$ cat src/hdl/sha1bs_pkg.sv
`timescale 1ns / 1ps
`default_nettype none
// ----------------------------------------------------------------------------
// SHA-1 byte stream hasher package
// Shared types, constants and control structures of the hasher.
// ----------------------------------------------------------------------------
package sha1bs_pkg;

	typedef logic [31:0] word_t;
	typedef word_t [4:0] chain_t;

	localparam logic KIND_DATA = 1'b0;
	localparam logic KIND_FINISH = 1'b1;

	localparam logic [7:0] PAD_MARK = 8'h80;
	localparam logic [5:0] LEN_POS = 6'd56;
	localparam logic [5:0] LAST_POS = 6'd63;
	localparam logic [6:0] LAST_ROUND = 7'd79;

	localparam chain_t CHAIN_IV = {
		32'hC3D2E1F0, 32'h10325476, 32'h98BADCFE, 32'hEFCDAB89, 32'h67452301
	};

	localparam word_t K0 = 32'h5a827999;
	localparam word_t K1 = 32'h6ed9eba1;
	localparam word_t K2 = 32'h8f1bbcdc;
	localparam word_t K3 = 32'hca62c1d6;

	typedef enum logic [4:0] {
		S_IDLE  = 5'b00001,
		S_PAD   = 5'b00010,
		S_ROUND = 5'b00100,
		S_FINAL = 5'b01000,
		S_OUT   = 5'b10000
	} state_t;

	typedef struct packed {
		logic       push;
		logic [7:0] byte_val;
		logic       load;
		logic       step;
		logic [6:0] round;
	} core_ctl_t;

endpackage
`default_nettype wire

$ cat src/hdl/sha1bs_core.sv
`timescale 1ns / 1ps
`default_nettype none
// ----------------------------------------------------------------------------
// SHA-1 round unit
// Holds the 64-byte block window and the working variables, and runs one
// compression round per cycle with a rolling 16-word message schedule.
// ----------------------------------------------------------------------------
module sha1bs_core (
	input  wire                        clk,
	input  wire sha1bs_pkg::core_ctl_t ctl,
	input  wire sha1bs_pkg::chain_t    chain,
	output sha1bs_pkg::chain_t         work
);
	import sha1bs_pkg::*;

	logic [511:0] win_q;
	chain_t       work_q;
	word_t        w0, w2, w8, w13, wmix, wnew, wt, f, k, sum;
	word_t        a, b, c, d, e;

	assign a = work_q[0];
	assign b = work_q[1];
	assign c = work_q[2];
	assign d = work_q[3];
	assign e = work_q[4];

	assign w0 = win_q[511:480];
	assign w2 = win_q[447:416];
	assign w8 = win_q[255:224];
	assign w13 = win_q[95:64];
	assign wmix = w13 ^ w8 ^ w2 ^ w0;
	assign wnew = {wmix[30:0], wmix[31]};
	assign wt = (ctl.round < 7'd16) ? w0 : wnew;

	always_comb begin
		if (ctl.round < 7'd20) begin
			f = d ^ (b & (c ^ d));
			k = K0;
		end else if (ctl.round < 7'd40) begin
			f = b ^ c ^ d;
			k = K1;
		end else if (ctl.round < 7'd60) begin
			f = (b & c) | (d & (b | c));
			k = K2;
		end else begin
			f = b ^ c ^ d;
			k = K3;
		end
	end

	assign sum = {a[26:0], a[31:27]} + f + e + wt + k;

	always_ff @(posedge clk) begin
		if (ctl.push) begin
			win_q <= {win_q[503:0], ctl.byte_val};
		end else if (ctl.step) begin
			win_q <= {win_q[479:0], wt};
		end
		if (ctl.load) begin
			work_q <= chain;
		end else if (ctl.step) begin
			work_q[0] <= sum;
			work_q[1] <= a;
			work_q[2] <= {b[1:0], b[31:2]};
			work_q[3] <= c;
			work_q[4] <= d;
		end
	end

	assign work = work_q;

endmodule
`default_nettype wire

$ cat src/hdl/sha1_byte_stream_hasher.sv
`timescale 1ns / 1ps
`default_nettype none
// ----------------------------------------------------------------------------
// SHA-1 byte stream hasher
// Each input transfer either appends one message byte (kind 0) or finishes
// the message (kind 1). A finish pads the message, compresses the last one or
// two blocks and presents the 160-bit digest as five words on the output.
// Both channels use valid and stall; stall is high whenever the sequencer is
// busy. The byte that fills the block starts 80 rounds of the shared round
// unit, one round per cycle, after which the result is folded into the chain
// words. A finish with f bytes buffered pads within one block when f is at
// most 55, and uses two blocks otherwise, since the padding then needs a
// second block. Padding bytes enter the block one per cycle through the same
// byte path. The digest is held in an output register until its transfer
// completes; data bytes are still taken meanwhile, and a later finish waits
// for it. After a digest is emitted, the chain words and counters return to
// their initial values. Reset clears the sequencer and the output valid.
// ----------------------------------------------------------------------------
module sha1_byte_stream_hasher (
	input  wire                clk,
	input  wire                arst_n,
	input  wire                in_valid,
	output logic               in_stall,
	input  wire                kind,
	input  wire  [7:0]         data_byte,
	output logic               out_valid,
	input  wire                out_stall,
	output sha1bs_pkg::word_t  digest_h0,
	output sha1bs_pkg::word_t  digest_h1,
	output sha1bs_pkg::word_t  digest_h2,
	output sha1bs_pkg::word_t  digest_h3,
	output sha1bs_pkg::word_t  digest_h4
);
	import sha1bs_pkg::*;

	state_t      state_q;
	logic [5:0]  fill_q;
	logic [63:0] bits_q;
	logic [6:0]  round_q;
	logic        pad_q, first_q, need_extra_q, last_q, out_valid_q;
	chain_t      h_q, dig_q, work;
	core_ctl_t   ctl;
	logic        accept, len_sel, out_free;
	logic [7:0]  pad_byte;

	assign in_stall = (state_q != S_IDLE);
	assign accept = in_valid && !in_stall;
	assign out_free = !out_valid_q || !out_stall;

	assign len_sel = !first_q && (fill_q >= LEN_POS) && !need_extra_q;
	assign pad_byte = first_q ? PAD_MARK : (len_sel ? bits_q[63:56] : 8'h00);

	always_comb begin
		ctl.push = (accept && kind == KIND_DATA) || (state_q == S_PAD);
		ctl.byte_val = (state_q == S_PAD) ? pad_byte : data_byte;
		ctl.load = ctl.push && (fill_q == LAST_POS);
		ctl.step = (state_q == S_ROUND);
		ctl.round = round_q;
	end

	sha1bs_core u_core (
		.clk   (clk),
		.ctl   (ctl),
		.chain (h_q),
		.work  (work)
	);

	always_ff @(posedge clk or negedge arst_n) begin
		if (!arst_n) begin
			state_q <= S_IDLE;
			fill_q <= '0;
			bits_q <= '0;
			round_q <= '0;
			pad_q <= 1'b0;
			first_q <= 1'b0;
			need_extra_q <= 1'b0;
			last_q <= 1'b0;
			h_q <= CHAIN_IV;
		end else begin
			unique case (state_q)
				S_IDLE: begin
					if (accept) begin
						if (kind == KIND_DATA) begin
							fill_q <= fill_q + 6'd1;
							bits_q <= bits_q + 64'd8;
							if (fill_q == LAST_POS) begin
								round_q <= '0;
								state_q <= S_ROUND;
							end
						end else begin
							pad_q <= 1'b1;
							first_q <= 1'b1;
							need_extra_q <= (fill_q >= LEN_POS);
							state_q <= S_PAD;
						end
					end
				end
				S_PAD: begin
					first_q <= 1'b0;
					fill_q <= fill_q + 6'd1;
					if (len_sel) begin
						bits_q <= {bits_q[55:0], 8'h00};
					end
					if (fill_q == LAST_POS) begin
						last_q <= !need_extra_q;
						round_q <= '0;
						state_q <= S_ROUND;
					end
				end
				S_ROUND: begin
					round_q <= round_q + 7'd1;
					if (round_q == LAST_ROUND) begin
						state_q <= S_FINAL;
					end
				end
				S_FINAL: begin
					for (int i = 0; i < 5; i++) begin
						h_q[i] <= h_q[i] + work[i];
					end
					need_extra_q <= 1'b0;
					if (last_q) begin
						state_q <= S_OUT;
					end else if (pad_q) begin
						state_q <= S_PAD;
					end else begin
						state_q <= S_IDLE;
					end
				end
				S_OUT: begin
					if (out_free) begin
						h_q <= CHAIN_IV;
						fill_q <= '0;
						bits_q <= '0;
						pad_q <= 1'b0;
						last_q <= 1'b0;
						state_q <= S_IDLE;
					end
				end
				default: begin
					state_q <= S_IDLE;
				end
			endcase
		end
	end

	always_ff @(posedge clk or negedge arst_n) begin
		if (!arst_n) begin
			out_valid_q <= 1'b0;
		end else if (state_q == S_OUT && out_free) begin
			out_valid_q <= 1'b1;
		end else if (!out_stall) begin
			out_valid_q <= 1'b0;
		end
	end

	always_ff @(posedge clk) begin
		if (state_q == S_OUT && out_free) begin
			dig_q <= h_q;
		end
	end

	assign out_valid = out_valid_q;
	assign digest_h0 = dig_q[0];
	assign digest_h1 = dig_q[1];
	assign digest_h2 = dig_q[2];
	assign digest_h3 = dig_q[3];
	assign digest_h4 = dig_q[4];

`ifndef SYNTHESIS
	a_round_to_final: assert property (@(posedge clk) disable iff (!arst_n)
		(state_q == S_ROUND && round_q == LAST_ROUND) |=> (state_q == S_FINAL))
		else $error("round sequence did not end in the chain update");
	a_final_block_aligned: assert property (@(posedge clk) disable iff (!arst_n)
		(state_q == S_FINAL) |-> (fill_q == 6'd0))
		else $error("chain update with a partly filled block");
	a_out_after_last: assert property (@(posedge clk) disable iff (!arst_n)
		(state_q == S_OUT) |-> (last_q && pad_q))
		else $error("digest stage reached without a final padded block");
	a_extra_in_pad: assert property (@(posedge clk) disable iff (!arst_n)
		need_extra_q |-> pad_q)
		else $error("extra padding block flagged outside a finish");
`endif

endmodule
`default_nettype wire
$ cat config.mk
export PLATFORM = sky130hd
export DESIGN_NAME = sha1_byte_stream_hasher
export DESIGN_NICKNAME = d
export VERILOG_FILES = /design/src/hdl/sha1bs_pkg.sv /design/src/hdl/sha1bs_core.sv /design/src/hdl/sha1_byte_stream_hasher.sv
export SDC_FILE = /design/constraint.sdc
export NUM_CORES = 2
export LEC_CHECK = 0
export ABC_AREA = 0
export ABC_CLOCK_PERIOD_IN_PS = 14850
export BUFFER_PORTS_ARGS = -buffer_cell sky130_fd_sc_hd__buf_4
export CORE_MARGIN = 5
export CORE_UTILIZATION = 57
export CTS_CLUSTER_SIZE = 12
export DETAILED_ROUTE_END_ITERATION = 8
export PLACE_DENSITY = 0.74
export SYNTH_ARGS = -nofsm -noshare
export SYNTH_HDL_FRONTEND = slang
export SYNTH_SLANG_ARGS = --single-unit
$ cat constraint.sdc
create_clock -name clk -period 14.85 [get_ports clk]
set_input_delay 1.485 -clock clk [delete_from_list [all_inputs] [get_ports clk]]
set_output_delay 1.485 -clock clk [all_outputs]
set_load 0.02 [all_outputs]
* Yosys cells after proc, flatten, opt, wreduce, memory -nomap -nowiden
Index checks and enable logic that the tools add are counted.
Word-level totals: memories kept 0, input port bits 13, register bits after elaboration 1079, output and inout port bits 162, memory bits (writable) 0, ROM bits 0, bits in latches 0, logic and storage cells 151
Cells by class: reductions and logical operators 31, shift-type cells 0, $add $sub $neg 12, bitwise gates (word level) 13, multipliers 0, mux-type cells 49, div/mod/pow operators 0, magnitude comparators 5, equality and inequality tests 16
Operators by type and width (count):
- $mux 512 | 2
- $mux 160 | 3
- $pmux 160 s2 | 1
- $add 32x32->32 | 9
- $mux 64 | 4
- $xor 32x32->32 | 7
- $mux 32 | 6
- $pmux 64 s3 | 1
- $and 32x32->32 | 3
- $add 64x4->64 const B | 1
- $or 32x32->32 | 2
- $mux 31 | 1
- $mux 5 | 6
- $pmux 5 s5 | 1
- $mux 8 | 3
- $mux 7 | 3
- $pmux 7 s3 | 1
- $mux 6 | 3
- $pmux 6 s3 | 1
- $reduce_and 3->1 | 5
- $lt 7x5->1 const B | 2
- $lt 7x6->1 const B | 2
- $reduce_bool 2->1 | 7
- $ne 2x2->1 const B | 5
- other kinds (23) | 47

* Logic depth before layout (Yosys ltp)
depth in word-level cells 12, gate-level depth with buffers 24, depth with buffers taken out 22

* Cells and area by module
A second synthesis with hierarchy kept.
Unflattened totals: cell total of the unflattened synthesis 4690, area total of the unflattened synthesis 58159.5 µm²
Modules (own cells, without submodules):
- sha1bs_core | seq. area each 20179.4 µm², cells an instance 2269, instances 1, area an instance 34590.7 µm²
- sha1_byte_stream_hasher | seq. area each 11011.8 µm², cells an instance 2421, instances 1, area an instance 23568.9 µm²

* Least setup slack after synthesis
Ideal clock, no wire load.
kind input -> register, start point in kind, end point reg u_core.win_q[0], enable pin, stages 7, required time 11.194 ns, slack 0.075 ns, buffers on the path 3, data arrival time 11.119 ns, library setup time 3.656 ns, path through nor2_1 > and2_1 > nor2_1 > clkbuf_1 > clkbuf_1 > clkbuf_1 > nand2_1
On the way: word-level cells in the longest chain between the ends 4
Ends and longest elaborated chain:
- from (decl) | line sha1_byte_stream_hasher.sv:24 | input wire kind,
- $not 1->1
- $logic_and 1x1->1 | line sha1_byte_stream_hasher.sv:54 | ctl.push = (accept && kind == KIND_DATA) || (state_q == S_PAD);
- $logic_or 1x1->1 | line sha1_byte_stream_hasher.sv:54
- $reduce_bool 2->1 (no source line)
- to (signal assigned) | line sha1bs_core.sv:55 | win_q <= {win_q[503:0], ctl.byte_val};
- to (signal assigned) | line sha1bs_core.sv:57 | win_q <= {win_q[479:0], wt};
- to (decl) | line sha1bs_core.sv:16 | logic [511:0] win_q;
No other way between the ends. A chain may end at the register's enable or synchronous reset.

* Worst setup path in the final report
start point reg round_q[4], end point reg u_core.work_q, in the netlist u_core.a[31], data pin
On the way: word-level cells in the longest chain between the ends 10, elaborated cells on any way between the ends 17, classes of those cells 4 x add/sub; 4 x order compare; 9 x mux
Ends and longest elaborated chain:
- from (decl) | line sha1_byte_stream_hasher.sv:39 | logic [6:0] round_q;
- from (signal assigned) | line sha1_byte_stream_hasher.sv:111 | round_q <= round_q + 7'd1;
- $lt 7x6->1 | line sha1bs_core.sv:42 | end else if (ctl.round < 7'd60) begin
- $mux 32 | line sha1bs_core.sv:42
- $mux 32 | line sha1bs_core.sv:39 | end else if (ctl.round < 7'd40) begin
- $mux 32 | line sha1bs_core.sv:36 | if (ctl.round < 7'd20) begin
- $add 32x32->32 (3 in a row) | line sha1bs_core.sv:51 | assign sum = {a[26:0], a[31:27]} + f + e + wt + k;
- $add 32x32->32 * | line sha1bs_core.sv:51
- $mux 160 * | line sha1bs_core.sv:61 | end else if (ctl.step) begin
- $mux 160 * | line sha1bs_core.sv:59 | if (ctl.load) begin
- to (signal assigned) | line sha1bs_core.sv:60 | work_q <= chain;
- to (decl) | line sha1bs_core.sv:17 | chain_t work_q;
Mark *: on every way between the ends. The rest lies on a longest branch, timed or not. The select of a mux whose other input is x is not followed.

==> key figures <==
Outcome
  – Status: finished clean

STA
  – Setup_tns: 0 ps
  – Pins Over Slew Limit: 0
  – Final period util: 45.3%
  – Minimum clock period: 6720 ps
  – Fin Clk Skew: 41.0 ps
  – Slew HR: 15.6%
  – RSZ-0062 raised after global routing: no
  – Final setup fails: 0
  – Max Clk Rate: 149 MHz
  – Fin. Hold Viols: 0
  – Worst Tran Pin Value: 1250 ps

Min path
  – Min-delay src: h_q[159]
  – Hold WC Path Type: register to register

CTS
  – CTS tree: done
  – CTS Hold Bufs: 0
  – CTS buffer count: 113
  – Clk_lat worst skew: 720 ps
  – Setup Buffers After CTS: 0
  – Longest Clk Path Bufs: 3
  – Post-CTS sizing: 0
  – H-Tree Depth: 3
  – Sinks on Clock Net: 1076
  – Root buffer cell: clkbuf_16
  – Clock-pin slew on the worst setup and hold paths: 60 ps

Logic synthesis
  – Top cells by area, synth: edfxtp_1 43%, nand2_1 11%, dfrtp_1 7.1%
  – Synth Instances: 5613
  – Count leader, synth: nand2_1
  – Synth cell types: 98
  – Synth warn: 0
  – Synth Cell Area: 57600 um2
  – Syn avg cell area: 10.3 um2
  – Register area share after synthesis: 54.1%
  – Yosys top cell area share: 43.3%
  – Post-synth net total: 5946
  – EDFF count, synth: 832
  – Synth cell count leaders: 1705 x nand2_1, 832 x edfxtp_1, 344 x o21ai_0
  – FFs w/ async S/R, synth: 22.7%
  – Synth Flop Type: edfxtp_1
  – Yosys reg bits: 1076
  – Cell taking the most area after synthesis: edfxtp_1

Setup path
  – Critical Path RT: 15270 ps
  – Worst setup SP type: register
  – Reg-to-reg startpoint: round_q[4]
  – Critical path peak fanout: 23
  – Reg2Reg Depth: 22
  – R2R Path End: u_core.a[31]
  – R2R setup slack: 8130 ps
  – Setup crit end kind: register
  – Critical Path Source: round_q[4]
  – Arr. time, crit path: 7140 ps
  – Worst setup path category: register to register
  – Crit path to: u_core.a[31]

Die
  – Die Y: 328 um
  – IO Pins: 175
  – Initial core utilization: 57.5%
  – Die area: 108000 um2
  – Core Rows: 116
  – Core area: 100000 um2
  – Die Wd: 328 um

Drt
  – Initial DRT Pass Iterations: 5
  – 1st-iter DRT viols: 4396
  – Vias: 41600
  – Vias per Instance: 5.82
  – Residual DRC: 0
  – WL/cell: 19.7 um
  – ANT nets after route: 0
  – Detailed Route WL: 141 mm

Placement
  – I/O Buffers: 174
  – GP Congestion: 0.968
  – HPWL after detailed placement: 97.0 mm

Global route
  – Vias in the first global route: 39600
  – Gr ovfl total: 0
  – Initial antenna violation count: 3
  – GRT Total Usage: 25.7%
  – Pin count of the biggest net entering global routing: 201
  – First-pass GRT wire length: 219 mm

Final layout
  – Fillers: 7877
  – Nets: 6037
  – Syn-to-layout area delta: 10.5%
  – Share of cells above drive strength 1: 10.4%

Pwr
  – Final Total Pwr: 11.6 mW
  – Pwr/cell area: 182 nW/um2
  – Leak pwr: 25.3 nW
  – Peak VDD IR: 0.203 mV

Run
  – Max_cap viols: 0
## how the worst min path moves through the flow
stage / to / slack, ps / cells after the start
after floorplan: digest_h3[31] / 460 / 0
after global placement: h_q[159] / 490 / 2
after detailed placement: h_q[159] / 500 / 2
after CTS: u_core.win_q[421] / 510 / 2
after global routing: h_q[124] / 540 / 2
final: h_q[159] / 510 / 2
## sequential cells by signal, summed over array words and instances, names as in the netlist, 5 cells and up
name and flops:
bits_q 61, digest_h0 32, digest_h1 32, digest_h2 32
digest_h3 32, digest_h4 32, fill_q 6, h_q 160
round_q 7, state_q 5, u_core.a 32, u_core.b 32
u_core.c 32, u_core.d 32, u_core.e 32, u_core.win_q 512
## metal layers
metal | GRT usage (%) | part of all wire [%] | routed length, um | vias up
li1 | - | - | - | 19800
met1 | 35.6 | 42 | 59700 | 20300
met2 | 41.8 | 47 | 66600 | 1352
met3 | 3.21 | 6.3 | 8890 | 249
met4 | 9.78 | 4.0 | 5670 | 2
met5 | 0 | 0.0092 | 13 | -
## cell type report
type	count	area [um2]	area share, %
repair buffers	220	1680	2.64
clock inverters	43	408	0.641
flip-flops and latches	1076	31200	49.0
inverters	179	684	1.07
clock buffers	161	3110	4.88
diodes	1	2.50	0.00393
well taps	1357	1700	2.67
multi-input cells	4114	24900	39.1
## placed cells by master, fill, tap and decap left out, types with 86 or more instances in the layout
cell	n
fa_1	117
nand3_1	90
inv_1	176
ha_1	203
nand2_1	1701
edfxtp_1	832
xnor2_1	182
o21ai_0	343
xor2_1	86
dfrtp_1	163
nor2_1	262
mux2_2	112
buf_4	217
a21oi_1	239
a21o_1	91
clkbuf_16	113
## cell families after synthesis
logic type / share of synthesized area, %
XOR/XNOR: 4.07
adder cells (fa/ha/maj): 8.47
flip-flops: 54.1
AND/OR/NAND/NOR: 16.5
AO/OA/AOI/OAI: 11.2
multiplexers: 2.87
buffers and inverters: 2.80
## metrics by stage
stage | hold WS, ps | std cells | setup slack (ps) | util [%] | area [um2]
2_1_floorplan | 457 | 5613 | 75.1 | - | 57600
3_3_place_gp | 491 | 6946 | 8230 | 60.0 | 60200
3_5_place_dp | 504 | 6946 | 8180 | 60.0 | 60200
4_1_cts | 513 | 7150 | 8150 | 63.5 | 63700
5_1_grt | 539 | 7151 | 7800 | 63.5 | 63700
6_report | 508 | 7151 | 8130 | 63.5 | 63700
## report_power, final
part | total (mW) | internal, mW | switching, mW
Combinational | 4.04 | 1.42 | 2.61
Sequential | 4.82 | 4.38 | 0.432
Clock | 2.72 | 1.52 | 1.20
Total | 11.6 | 7.33 | 4.24
## critical path, stage by stage, from the launching register on
cell,delay [ps]
dfrtp_1,490
a41oi_1,680
nand2_1,100
buf_4,250
inv_1,110
nor2_2,30
buf_4,220
inv_1,490
o21ai_0,200
ha_1,240
fa_1,460
ha_1,230
fa_1,470
a21oi_1,260
o2111ai_1,270
o211ai_1,380
a21oi_1,160
nor3_1,340
nor3_1,120
a2111oi_2,470
a21oi_1,150
xnor2_1,180
o21ai_1,70
Note: power is estimated with default switching activity, not from simulation.
